--- src/rtl/core/plbt_pkg.sv ---
// ----------------------------------------------------------------------------
// plbt_pkg
// Shared widths, command and register codes, and types for the palette
// line blitter.
// ----------------------------------------------------------------------------
`default_nettype none

package plbt_pkg;

    // field widths
    localparam int CMD_W      = 2;
    localparam int IDX_W      = 8;
    localparam int COLOR_W    = 16;
    localparam int COORD_W    = 10;
    localparam int COLUMN_W   = 11;
    localparam int CFG_IDX_W  = 3;
    localparam int CFG_DATA_W = 10;

    // palette depth default and upper clip bound on the line width
    localparam int PALETTE_ENTRIES_DEF = 256;
    localparam int MAX_LINE            = 1024;

    // display width after reset
    localparam logic [COORD_W-1:0] DISPLAY_WIDTH_RST = COORD_W'(128);

    // request commands
    typedef enum logic [CMD_W-1:0] {
        CMD_PALETTE = 2'd0,
        CMD_LINE    = 2'd1,
        CMD_PIXEL   = 2'd2
    } cmd_t;

    // configuration register indexes
    typedef enum logic [CFG_IDX_W-1:0] {
        CFG_TRANSPARENT_INDEX = 3'd0,
        CFG_BACKGROUND_INDEX  = 3'd1,
        CFG_TRANSPARENCY_EN   = 3'd2,
        CFG_RESTORE_BG        = 3'd3,
        CFG_DISPLAY_WIDTH     = 3'd4
    } cfg_reg_t;

    // configuration register set
    typedef struct packed {
        logic [IDX_W-1:0]   transparent_index;
        logic [IDX_W-1:0]   background_index;
        logic               transparency_enable;
        logic               restore_background;
        logic [COORD_W-1:0] display_width;
    } cfg_t;

    // palette lookup issued by the line control for a drawn pixel
    typedef struct packed {
        logic                valid;
        logic [IDX_W-1:0]    index;
        logic [COLUMN_W-1:0] column;
        logic [COORD_W-1:0]  row;
    } lookup_t;

endpackage

`default_nettype wire

--- src/rtl/core/plbt_line_ctrl.sv ---
// ----------------------------------------------------------------------------
// plbt_line_ctrl
// Line origin, row, clipped width and pixel position; decides per pixel
// whether it is drawn and which palette entry it reads.
// ----------------------------------------------------------------------------
`default_nettype none

module plbt_line_ctrl
    import plbt_pkg::*;
(
    input  wire logic                clk,
    input  wire logic                rst_n,
    input  wire logic                accept,
    input  wire logic [CMD_W-1:0]    command,
    input  wire logic [IDX_W-1:0]    index,
    input  wire logic [COORD_W-1:0]  origin_x,
    input  wire logic [COORD_W-1:0]  row,
    input  wire logic [COORD_W-1:0]  line_width,
    input  wire cfg_t                cfg,
    output lookup_t                  lookup
);

    logic [COORD_W-1:0] origin_reg, origin_next;
    logic [COORD_W-1:0] row_reg, row_next;
    logic [COORD_W-1:0] clip_reg, clip_next;
    logic [COORD_W-1:0] pos_reg, pos_next;
    logic [COORD_W:0]   width_disp;
    logic [COORD_W:0]   width_max;
    logic               in_line;
    logic               is_transparent;
    logic               skip;
    logic [IDX_W-1:0]   eff_index;

    // clip the line width to the display and to the longest line
    always_comb
    begin
        width_disp = ({1'b0, line_width} > {1'b0, cfg.display_width})
                   ? {1'b0, cfg.display_width} : {1'b0, line_width};
        width_max  = (width_disp > (COORD_W+1)'(MAX_LINE))
                   ? (COORD_W+1)'(MAX_LINE) : width_disp;
    end

    // transparency key and background substitution
    assign in_line        = (pos_reg < clip_reg);
    assign is_transparent = (index == cfg.transparent_index);
    assign skip           = !cfg.restore_background && cfg.transparency_enable
                            && is_transparent;
    assign eff_index      = (cfg.restore_background && is_transparent)
                          ? cfg.background_index : index;

    // line state update and lookup issue
    always_comb
    begin
        origin_next   = origin_reg;
        row_next      = row_reg;
        clip_next     = clip_reg;
        pos_next      = pos_reg;
        lookup.valid  = 1'b0;
        lookup.index  = eff_index;
        lookup.column = {1'b0, origin_reg} + {1'b0, pos_reg};
        lookup.row    = row_reg;
        if (accept)
        begin
            case (command)
                CMD_LINE:
                begin
                    origin_next = origin_x;
                    row_next    = row;
                    clip_next   = width_max[COORD_W-1:0];
                    pos_next    = '0;
                end
                CMD_PIXEL:
                begin
                    if (in_line)
                    begin
                        pos_next     = pos_reg + COORD_W'(1);
                        lookup.valid = !skip;
                    end
                end
                default:
                begin
                end
            endcase
        end
    end

    always_ff @(posedge clk or negedge rst_n)
    begin
        if (!rst_n)
        begin
            origin_reg <= '0;
            row_reg    <= '0;
            clip_reg   <= '0;
            pos_reg    <= '0;
        end
        else
        begin
            origin_reg <= origin_next;
            row_reg    <= row_next;
            clip_reg   <= clip_next;
            pos_reg    <= pos_next;
        end
    end

    // position never runs past the clipped width
    a_pos_in_line: assert property (@(posedge clk) disable iff (!rst_n)
        pos_reg <= clip_reg)
        else $error("pixel position beyond clipped width");

    // a line start never leaves a width wider than the display
    a_clip_display: assert property (@(posedge clk) disable iff (!rst_n)
        (accept && command == CMD_LINE) |=> clip_reg <= $past(cfg.display_width))
        else $error("clipped width exceeds display width");

    // every pixel inside the line advances the position, drawn or skipped
    a_pos_advance: assert property (@(posedge clk) disable iff (!rst_n)
        (accept && command == CMD_PIXEL && in_line)
        |=> pos_reg == $past(pos_reg) + COORD_W'(1))
        else $error("pixel inside line did not advance position");

endmodule

`default_nettype wire

--- config.mk ---
export PLATFORM = sky130hd
export DESIGN_NAME = plbt_line_ctrl
export DESIGN_NICKNAME = d
export VERILOG_FILES = /design/src/rtl/core/plbt_pkg.sv /design/src/rtl/core/plbt_line_ctrl.sv
export SDC_FILE = /design/constraint.sdc
export NUM_CORES = 1
export LEC_CHECK = 0
export ABC_CLOCK_PERIOD_IN_PS = 5100
export BUFFER_PORTS_ARGS = -buffer_cell sky130_fd_sc_hd__buf_2
export CORE_UTILIZATION = 54
export DETAILED_ROUTE_END_ITERATION = 10
export GPL_TIMING_DRIVEN = 0
export PLACE_DENSITY = 0.86
export SYNTH_ARGS = -nofsm -noshare
export SYNTH_HDL_FRONTEND = slang
export SYNTH_SLANG_ARGS = --single-unit
--- constraint.sdc ---
create_clock -name clk -period 5.1 [get_ports clk]
set_input_delay 0.255 -clock clk [delete_from_list [all_inputs] [get_ports clk]]
set_output_delay 0.255 -clock clk [all_outputs]
set_load 0.01 [all_outputs]
==> impl_metrics.json, run 1 <==
{
  "grt_antenna_before_repair": 0,
  "drc": 0,
  "synth_seq_cells": 40,
  "hold_class": "primary input to async pin",
  "ys_seq_area_frac": 0.3487,
  "dpl_cell_area_sq_um": 3458,
  "status": "completed",
  "grt_max_degree": 41,
  "dr.pass1.iters": 4,
  "start_kind": "flop",
  "rows": 26,
  "wire_per_inst_um": 13.10,
  "finalSetupViolations": 0,
  "post-route-util": 0.6962,
  "die-width_um": 74.91,
  "clock_path_buffers": 2,
  "fin_skew_ps": 10.31,
  "critPathTopFamily": "compound AO/OA/AOI/OAI gates",
  "rsz0062_at_grt": "false",
  "synthTopCellsByCount": "nand2_1, dfrtp_1, ha_1, inv_1, o211ai_1",
  "cts_tree": "yes",
  "slew_viol_final": 0,
  "dp_hpwl_mm": 5.280,
  "nets": 537,
  "avgViaCountPerCell": 5.423,
  "worstMarginPinSlew_ps": 901.4,
  "yosysWarningCount": 0,
  "synth_edf_count": 0,
  "cts_resized": 0,
  "slew_headroom": 0.3991,
  "fin_crit_ps": 2725,
  "crit_top_cell": "a21oi_1",
  "synth.top_cells.by_area": "dfrtp_1, ha_1, nand2_1, o211ai_1, xnor2_1",
  "cp.required_ps": 4850,
  "cts_max_level": 2,
  "grt_pass1_vias": 2612,
  "ios": 101,
  "synthToLayoutAreaGrowth_pct": 23.89,
  "cts_root_buffer": "clkbuf_8",
  "cp_slowest_cell": "dfrtp_1",
  "clock-sinks": 40,
  "clk_pin_slew_worst_paths_ps": 90,
  "crit_arrival_ps": 2470,
  "worstPathMaxFanout": 6,
  "tns_ps": 0,
  "postRouteAntennaNets": 0,
  "cap_violations": 0,
  "synth_cell_types": 44,
  "chipHeight_um": 74.91,
  "period_share": 0.5343,
  "grt_use_total": 0.2520,
  "synthCells": 328,
  "syn_avg_cell_area_sq_um": 8.751,
  "numPortBuffers": 100,
  "drive_gt1_frac": 0.2982,
  "hold_violations": 0,
  "diodes": 0,
  "via_count": 2744,
  "ys.flop_type": "dfrtp_1",
  "clk_latency_ps": 300,
  "grt_pass1_wl_mm": 10.85,
  "crit_chain": "ha_1, fa_1, a21oi_1, nor2b_1, o31ai_1, a21oi_1, a31o_2, buf_2",
  "ys_async_sr_fraction": 1.000,
  "core_sq_um": 5107,
  "initialDrtViolationCount": 97,
  "syn_area_sq_um": 2870,
  "crit_type": "flop to output port",
  "initial_core_util": 0.5620,
  "syn_nets": 430,
  "place_congestion": 0.8331,
  "worst_setup_path_end_kind": "output port",
  "cts_hold_buf": 0,
  "cellLeakagePower_nw": 1.856,
  "overflow": 0,
  "cts_setup_buffers": 0,
  "finalWirelength_mm": 6.630,
  "synth_top_area_share": 0.3487,
  "die-area_sq_um": 5611,
  "synth.largest_area_cell": "dfrtp_1",
  "clock.fmax_ghz": 0.3670,
  "synth_most_common_cell": "nand2_1",
  "cts_made_buffers": 5,
  "powerDensity_nw_per_um2": 277.7,
  "ir_drop_mv": 0.1631,
  "max_stage_delay_ps": 440,
  "critical_path_buf_inv_count": 1,
  "design_area_sq_um": 3556
}
worst reg2reg max path: stages, from the launching register on:
cell	delay [ps]
dfrtp_1	450
ha_1	320
a211oi_1	220
o2111ai_1	170
a211o_1	330
buf_6	150
buf_6	140
o211ai_2	160
o31ai_2	80
stage by stage:
step | hold WS (ps) | total power [mW] | setup WS, ps | instances
6_report | 75.98 | 0.9875 | 2375 | 506
5_1_grt | 161.7 | 1.050 | 2288 | 506
4_1_cts | 110.5 | 0.9914 | 2386 | 506
3_5_place_dp | 436.7 | 0.7633 | 2722 | 498
3_3_place_gp | 417.9 | 0.7489 | 2731 | 498
2_1_floorplan | -40.59 | 0.6337 | 3019 | 328
metal layers:
layer / part of all wire / vias up / global-route usage / wire (um)
met5: 0 / - / 0 / 0
met3: 0.046 / 11 / 0.04016 / 305
met1: 0.44 / 1276 / 0.3001 / 2903
met4: 0.014 / 0 / 0.07338 / 90
met2: 0.50 / 91 / 0.4665 / 3330
li1: - / 1366 / - / -
final cells by class:
class	instances	area (sq um)
multi-input combinational	247	1690
fill	417	1551
sequential	40	1001
timing repair buffer	100	500.5
inverter	27	101.3
tap	70	87.58
clock buffer	6	82.58
buffer	14	77.57
clock inverter	2	15.01
cell families (layout without fill, tap and decap cells):
logic type	count (synthesis)	after routing	share of synthesized area
AO/OA/AOI/OAI	63	63	0.1582
XOR/XNOR	16	16	0.04882
adder cells (fa/ha/maj)	31	31	0.1378
buffers and inverters	41	149	0.06233
flip-flops	40	40	0.3487
multiplexers	10	10	0.03836
AND/OR/NAND/NOR	127	127	0.2058
where the power goes:
part / switching (mW) / internal, mW
registers: 0.0388 / 0.369
logic: 0.188 / 0.163
clock network: 0.119 / 0.110
final timing paths:
| path | from | end | slack [ps] | depth (start not counted) |
|---|---|---|---|---|
| hold reg to reg | row_reg[9] | row_reg[9] | 490 | 2 |
| min in group clk | origin_x[6] | origin_reg[6] | 140 | 3 |
| max in group asynchronous | rst_n | clip_reg[9] | 4450 | 1 |
| setup / recovery | pos_reg[0] | lookup[20] | 2380 | 8 |
| setup reg to reg | pos_reg[7] | pos_reg[2] | 2960 | 8 |
| hold / removal | rst_n | origin_reg[8] | 80 | 1 |
cells in the final DEF, fill, tap and decap left out, types with 6 or more instances in the layout:
| master | n |
|---|---|
| or4_1 | 9 |
| nand3_1 | 9 |
| o211ai_1 | 21 |
| a21oi_1 | 12 |
| buf_2 | 101 |
| ha_1 | 30 |
| mux2_2 | 8 |
| xnor2_1 | 14 |
| inv_1 | 27 |
| clkbuf_1 | 8 |
| clkbuf_8 | 6 |
| dfrtp_1 | 40 |
| o21ai_0 | 6 |
| nand2_1 | 75 |
| nor2_1 | 7 |
| nor3_1 | 8 |
Power figures use the tool's default switching activity.
==> run 2, diff against run 1 <==
ABC_CLOCK_PERIOD_IN_PS = 2420   (was 5100)
CORE_UTILIZATION = 46   (was 54)
PLACE_DENSITY = 0.78   (was 0.86)
clock period = 2.42 ns   (was 5.1 ns; I/O delays follow)
==> run 2 against run 1 <==
Design area grew 3.4%. First-iteration DRC count is 49% higher. Sequential power rose by 110%. Sequential share of layout area is 0.82 points lower. Combinational power grew 130%. Die area up 17%. Critical path type unchanged.
==> impl_metrics.json, run 2 (synthesis results as in run 1) <==
{
  "status": "completed",
  "ios": 101,
  "clk_pin_slew_worst_paths_ps": 90,
  "clk_latency_ps": 300,
  "worstPathMaxFanout": 6,
  "chipHeight_um": 80.99,
  "worstMarginPinSlew_ps": 887.6,
  "period_share": 0.9591,
  "drive_gt1_frac": 0.3401,
  "powerDensity_nw_per_um2": 585.9,
  "fin_ws_ps": 98.96,
  "clock.fmax_ghz": 0.4308,
  "die-width_um": 80.99,
  "initialDrtViolationCount": 145,
  "num-fill-cells": 534,
  "cp.required_ps": 2300,
  "core_sq_um": 5956,
  "dp_hpwl_mm": 5.325,
  "diodes": 0,
  "start_kind": "flop",
  "place_congestion": 0.8058,
  "rows": 28,
  "pre_cts_ws_ps": 172.4,
  "ir_drop_mv": 0.3741,
  "nets": 545,
  "die-area_sq_um": 6559,
  "cts_root_buffer": "clkbuf_8",
  "grt_pass1_wl_mm": 11.59,
  "crit_type": "flop to output port",
  "cellLeakagePower_nw": 1.887,
  "cts_max_level": 2,
  "cts_tree": "yes",
  "fin_skew_ps": 8.980,
  "clock-sinks": 40,
  "grt_pass1_vias": 2720,
  "avgViaCountPerCell": 5.414,
  "overflow": 0,
  "worst_setup_path_end_kind": "output port",
  "reg2reg_depth": 7,
  "use_met2": 0.4050,
  "numPortBuffers": 100,
  "hold_violations": 0,
  "final_cell_mix": "buf_2, nand2_1, dfrtp_1",
  "finalWirelength_mm": 6.901,
  "grt_use_met3": 0.03708,
  "hold_depth": 3,
  "dr.pass1.iters": 4,
  "finalHoldWorstSlack_ps": 2.644,
  "grt_use_total": 0.2282,
  "via_count": 2810,
  "power_mw": 2.154,
  "fin_crit_ps": 2321,
  "clock_path_buffers": 2,
  "met1_usage": 0.2694,
  "grt_antenna_before_repair": 0,
  "endpoint": "lookup[19]",
  "cap_violations": 0,
  "hold_class": "primary input to flop",
  "slew_headroom": 0.4083,
  "r2r-start": "pos_reg[1]",
  "cts_made_buffers": 5,
  "finalSetupViolations": 0,
  "grt_max_degree": 41,
  "drc": 0,
  "grt_busiest_layer": "met2",
  "layout_commonest_cell": "buf_2",
  "postRouteAntennaNets": 0,
  "slew_viol_final": 0,
  "crit_path_start": "pos_reg[6]",
  "crit_arrival_ps": 2200,
  "ff2ff_setup_slack_ps": 260,
  "wire_per_inst_um": 13.30,
  "synthToLayoutAreaGrowth_pct": 28.07,
  "r2r-end": "pos_reg[7]",
  "initial_core_util": 0.4819
}
[run 2: layout make-up]
class	instances	area, sq um	share of cell area
flip-flops and latches	40	1005	0.2733
well taps	75	93.84	0.02553
clock inverters	2	15.01	0.004084
plain buffers	13	66.31	0.01804
repair buffers	109	570.5	0.1552
multi-input cells	247	1742	0.4738
clock buffers	6	82.58	0.02246
inverters	27	101.3	0.02757
[run 2: critical path, cell delays in order, from the launching register on]
cell and delay (ps):
dfrtp_1 470, ha_1 330, or2_2 290, o31a_1 120
a31o_2 250, a21oi_1 170, xnor2_1 130, buf_2 140
[run 2: timing repair]
action	in CTS	in global routing
pin swaps	5	5
setup endpoints to repair	4	5
hold endpoints to repair	40	0
setup buffers	3	5
resized for setup	6	9
hold buffers	1	0
[run 2: layer usage]
| layer | wire length, um | part of all wire | vias to the layer above |
|---|---|---|---|
| li1 | - | - | 1390 |
| met1 | 2797 | 0.41 | 1304 |
| met2 | 3571 | 0.52 | 103 |
| met3 | 392 | 0.057 | 13 |
| met4 | 140 | 0.020 | 0 |
| met5 | 0 | 0 | - |
[run 2: power breakdown]
part / switching [mW] / total (mW) / internal (mW)
Combinational: 0.427 / 0.811 / 0.384
Clock: 0.255 / 0.486 / 0.231
Sequential: 0.0778 / 0.857 / 0.779
[run 2: how the worst min path moves through the flow]
stage / slack [ps] / startpoint / to
after floorplan: -170 / rst_n / clip_reg[0]
after global placement: 290 / rst_n / clip_reg[8]
after detailed placement: 310 / rst_n / clip_reg[8]
after CTS: 5 / origin_x[7] / origin_reg[7]
after global routing: 10 / origin_x[7] / origin_reg[7]
final: 3 / origin_x[7] / origin_reg[7]
[run 2: per-stage QoR]
stage	utilization	cells	setup TNS, ps	cell area (sq um)
2_1_floorplan	-	328	0	2870
3_3_place_gp	0.5817	503	0	3465
3_5_place_dp	0.5817	503	0	3465
4_1_cts	0.6076	515	0	3618
5_1_grt	0.6172	519	-5.219	3676
6_report	0.6172	519	0	3676
==> run 3, diff against run 2 <==
--- a/config.mk
+++ b/config.mk
@@ -10,4 +10,5 @@
 export CORE_UTILIZATION = 46
 export DETAILED_ROUTE_END_ITERATION = 10
+export GPL_ROUTABILITY_DRIVEN = 0
 export GPL_TIMING_DRIVEN = 0
 export PLACE_DENSITY = 0.78
==> constraint.sdc (replaced) <==
create_clock -name clk -period 2.42 [get_ports clk]
set_input_delay 0.484 -clock clk [delete_from_list [all_inputs] [get_ports clk]]
set_output_delay 0.484 -clock clk [all_outputs]
set_load 0.01 [all_outputs]
==> run 3 against run 2 <==
The run now ends with negative setup slack left. First-iteration DRC count up 15%. Worst hold slack gained 310 ps. Largest cell class unchanged. Critical path depth up 1. Highest routed layer unchanged. Utilization grew 2.7 points. Clock-buffer cell count stayed put. Fmax is 11% lower. Die area stayed put. Clock power down 1%.
==> impl_metrics.json, run 3 (synthesis results as in run 1) <==
{
  "finalWirelength_mm": 7.308,
  "cts_tree": "yes",
  "hold_violations": 0,
  "overflow": 0,
  "placed_cells": 503,
  "clock-sinks": 40,
  "cap_violations": 0,
  "cp.required_ps": 1940,
  "grt_pass1_wl_mm": 11.91,
  "clock_path_buffers": 2,
  "ir_drop_mv": 0.3738,
  "pre_cts_ws_ps": -190.6,
  "diodes": 0,
  "via_count": 2833,
  "rows": 28,
  "synthToLayoutAreaGrowth_pct": 33.70,
  "crit_arrival_ps": 2110,
  "dp_hpwl_mm": 5.325,
  "slew_headroom": 0.3927,
  "fin_crit_ps": 2596,
  "fin_skew_ps": 7.860,
  "hold_class": "primary input to async pin",
  "period_share": 1.073,
  "status": "finished with violations",
  "die-area_sq_um": 6559,
  "rsz0062_at_grt": "true",
  "postRouteAntennaNets": 0,
  "clk_latency_ps": 300,
  "grt_pass1_vias": 2760,
  "layout_commonest_cell": "buf_2",
  "core_sq_um": 5956,
  "fin_ws_ps": -175.5,
  "cts_root_buffer": "clkbuf_8",
  "cellLeakagePower_nw": 1.923,
  "drc": 0,
  "powerDensity_nw_per_um2": 594.7,
  "cts_max_level": 2,
  "grt_antenna_before_repair": 0,
  "tns_ps": -719.8,
  "design_area_sq_um": 3837,
  "cts_made_buffers": 5,
  "dr.pass1.iters": 4,
  "dpl_cell_area_sq_um": 3465,
  "avgViaCountPerCell": 5.406,
  "grt_max_degree": 41,
  "drive_gt1_frac": 0.3786,
  "nets": 550,
  "finalSetupViolations": 5,
  "chipHeight_um": 80.99,
  "worstMarginPinSlew_ps": 911.0,
  "post-route-util": 0.6443,
  "violations": "negative setup slack",
  "stdcell_count": 524,
  "worst_setup_path_end_kind": "output port",
  "clk_pin_slew_worst_paths_ps": 80,
  "numPortBuffers": 100,
  "grt_use_total": 0.2366,
  "initial_core_util": 0.4819,
  "crit_type": "flop to output port",
  "power_mw": 2.282,
  "worstPathMaxFanout": 2,
  "slew_viol_final": 0,
  "final_cell_mix": "buf_2, nand2_1, dfrtp_1",
  "ios": 101,
  "start_kind": "flop",
  "cts_hold_buf": 0,
  "die-width_um": 80.99,
  "wire_per_inst_um": 13.95,
  "num-fill-cells": 501,
  "initialDrtViolationCount": 167,
  "clock.fmax_ghz": 0.3853,
  "finalHoldWorstSlack_ps": 310.3
}
run 3: cell types whose count changed in the layout (fill, tap and decap cells not counted), moves of 2 or more:
cell     before  now
ha_1         27   22
ha_4          1    6
buf_4         8   12
a21oi_1      10    7
buf_6         2    5
a21oi_2       2    4
nand3_1       9    7
nand3_2       0    2
run 3: report_power, final:
part | switching [mW] | internal [mW] | total (mW) | leakage, nW
combinational | 0.477 | 0.465 | 0.942 | 1.38
sequential | 0.0809 | 0.778 | 0.859 | 0.501
clock | 0.250 | 0.231 | 0.481 | 0.0434
run 3: worst paths after layout:
kind	startpoint	endpoint	slack, ps	cells after the start
worst max-delay path	origin_reg[0]	lookup[16]	-180	8
worst min-delay path	rst_n	clip_reg[8]	310	1
worst max register to register	pos_reg[1]	pos_reg[7]	170	8
worst min register to register	row_reg[9]	row_reg[9]	470	2
max in group asynchronous	rst_n	pos_reg[1]	1470	1
min in group clk	origin_x[5]	origin_reg[5]	370	3
run 3: what timing repair did:
item,CTS,global route
cloned,0,0
gates resized for setup,24,12
buffers inserted,11,6
setup endpoints to repair,7,17
pin swaps,14,16
run 3: worst max-delay path, cell delays in order (launching register included):
cell     delay, ps
dfrtp_1        390
ha_2           200
fa_2           360
a21oi_2        150
nor2b_2         70
o31ai_4        200
nor2b_4        180
xnor2_1        120
buf_2          150
run 3: cell type report:
class | instances | area, sq um | area share
multi-input cells | 247 | 1853 | 0.4829
flip-flops and latches | 40 | 1006 | 0.2621
repair buffers | 115 | 630.6 | 0.1643
inverters | 27 | 101.3 | 0.02641
well taps | 75 | 93.84 | 0.02445
clock buffers | 6 | 82.58 | 0.02152
plain buffers | 12 | 55.05 | 0.01435
clock inverters | 2 | 15.01 | 0.003913
run 3: per-layer routing:
metal,GRT usage,part of all wire,up-vias
met5,0,0,-
met4,0.1071,0.017,0
met3,0.03933,0.060,12
met2,0.4261,0.53,106
met1,0.2722,0.40,1316
li1,-,-,1399
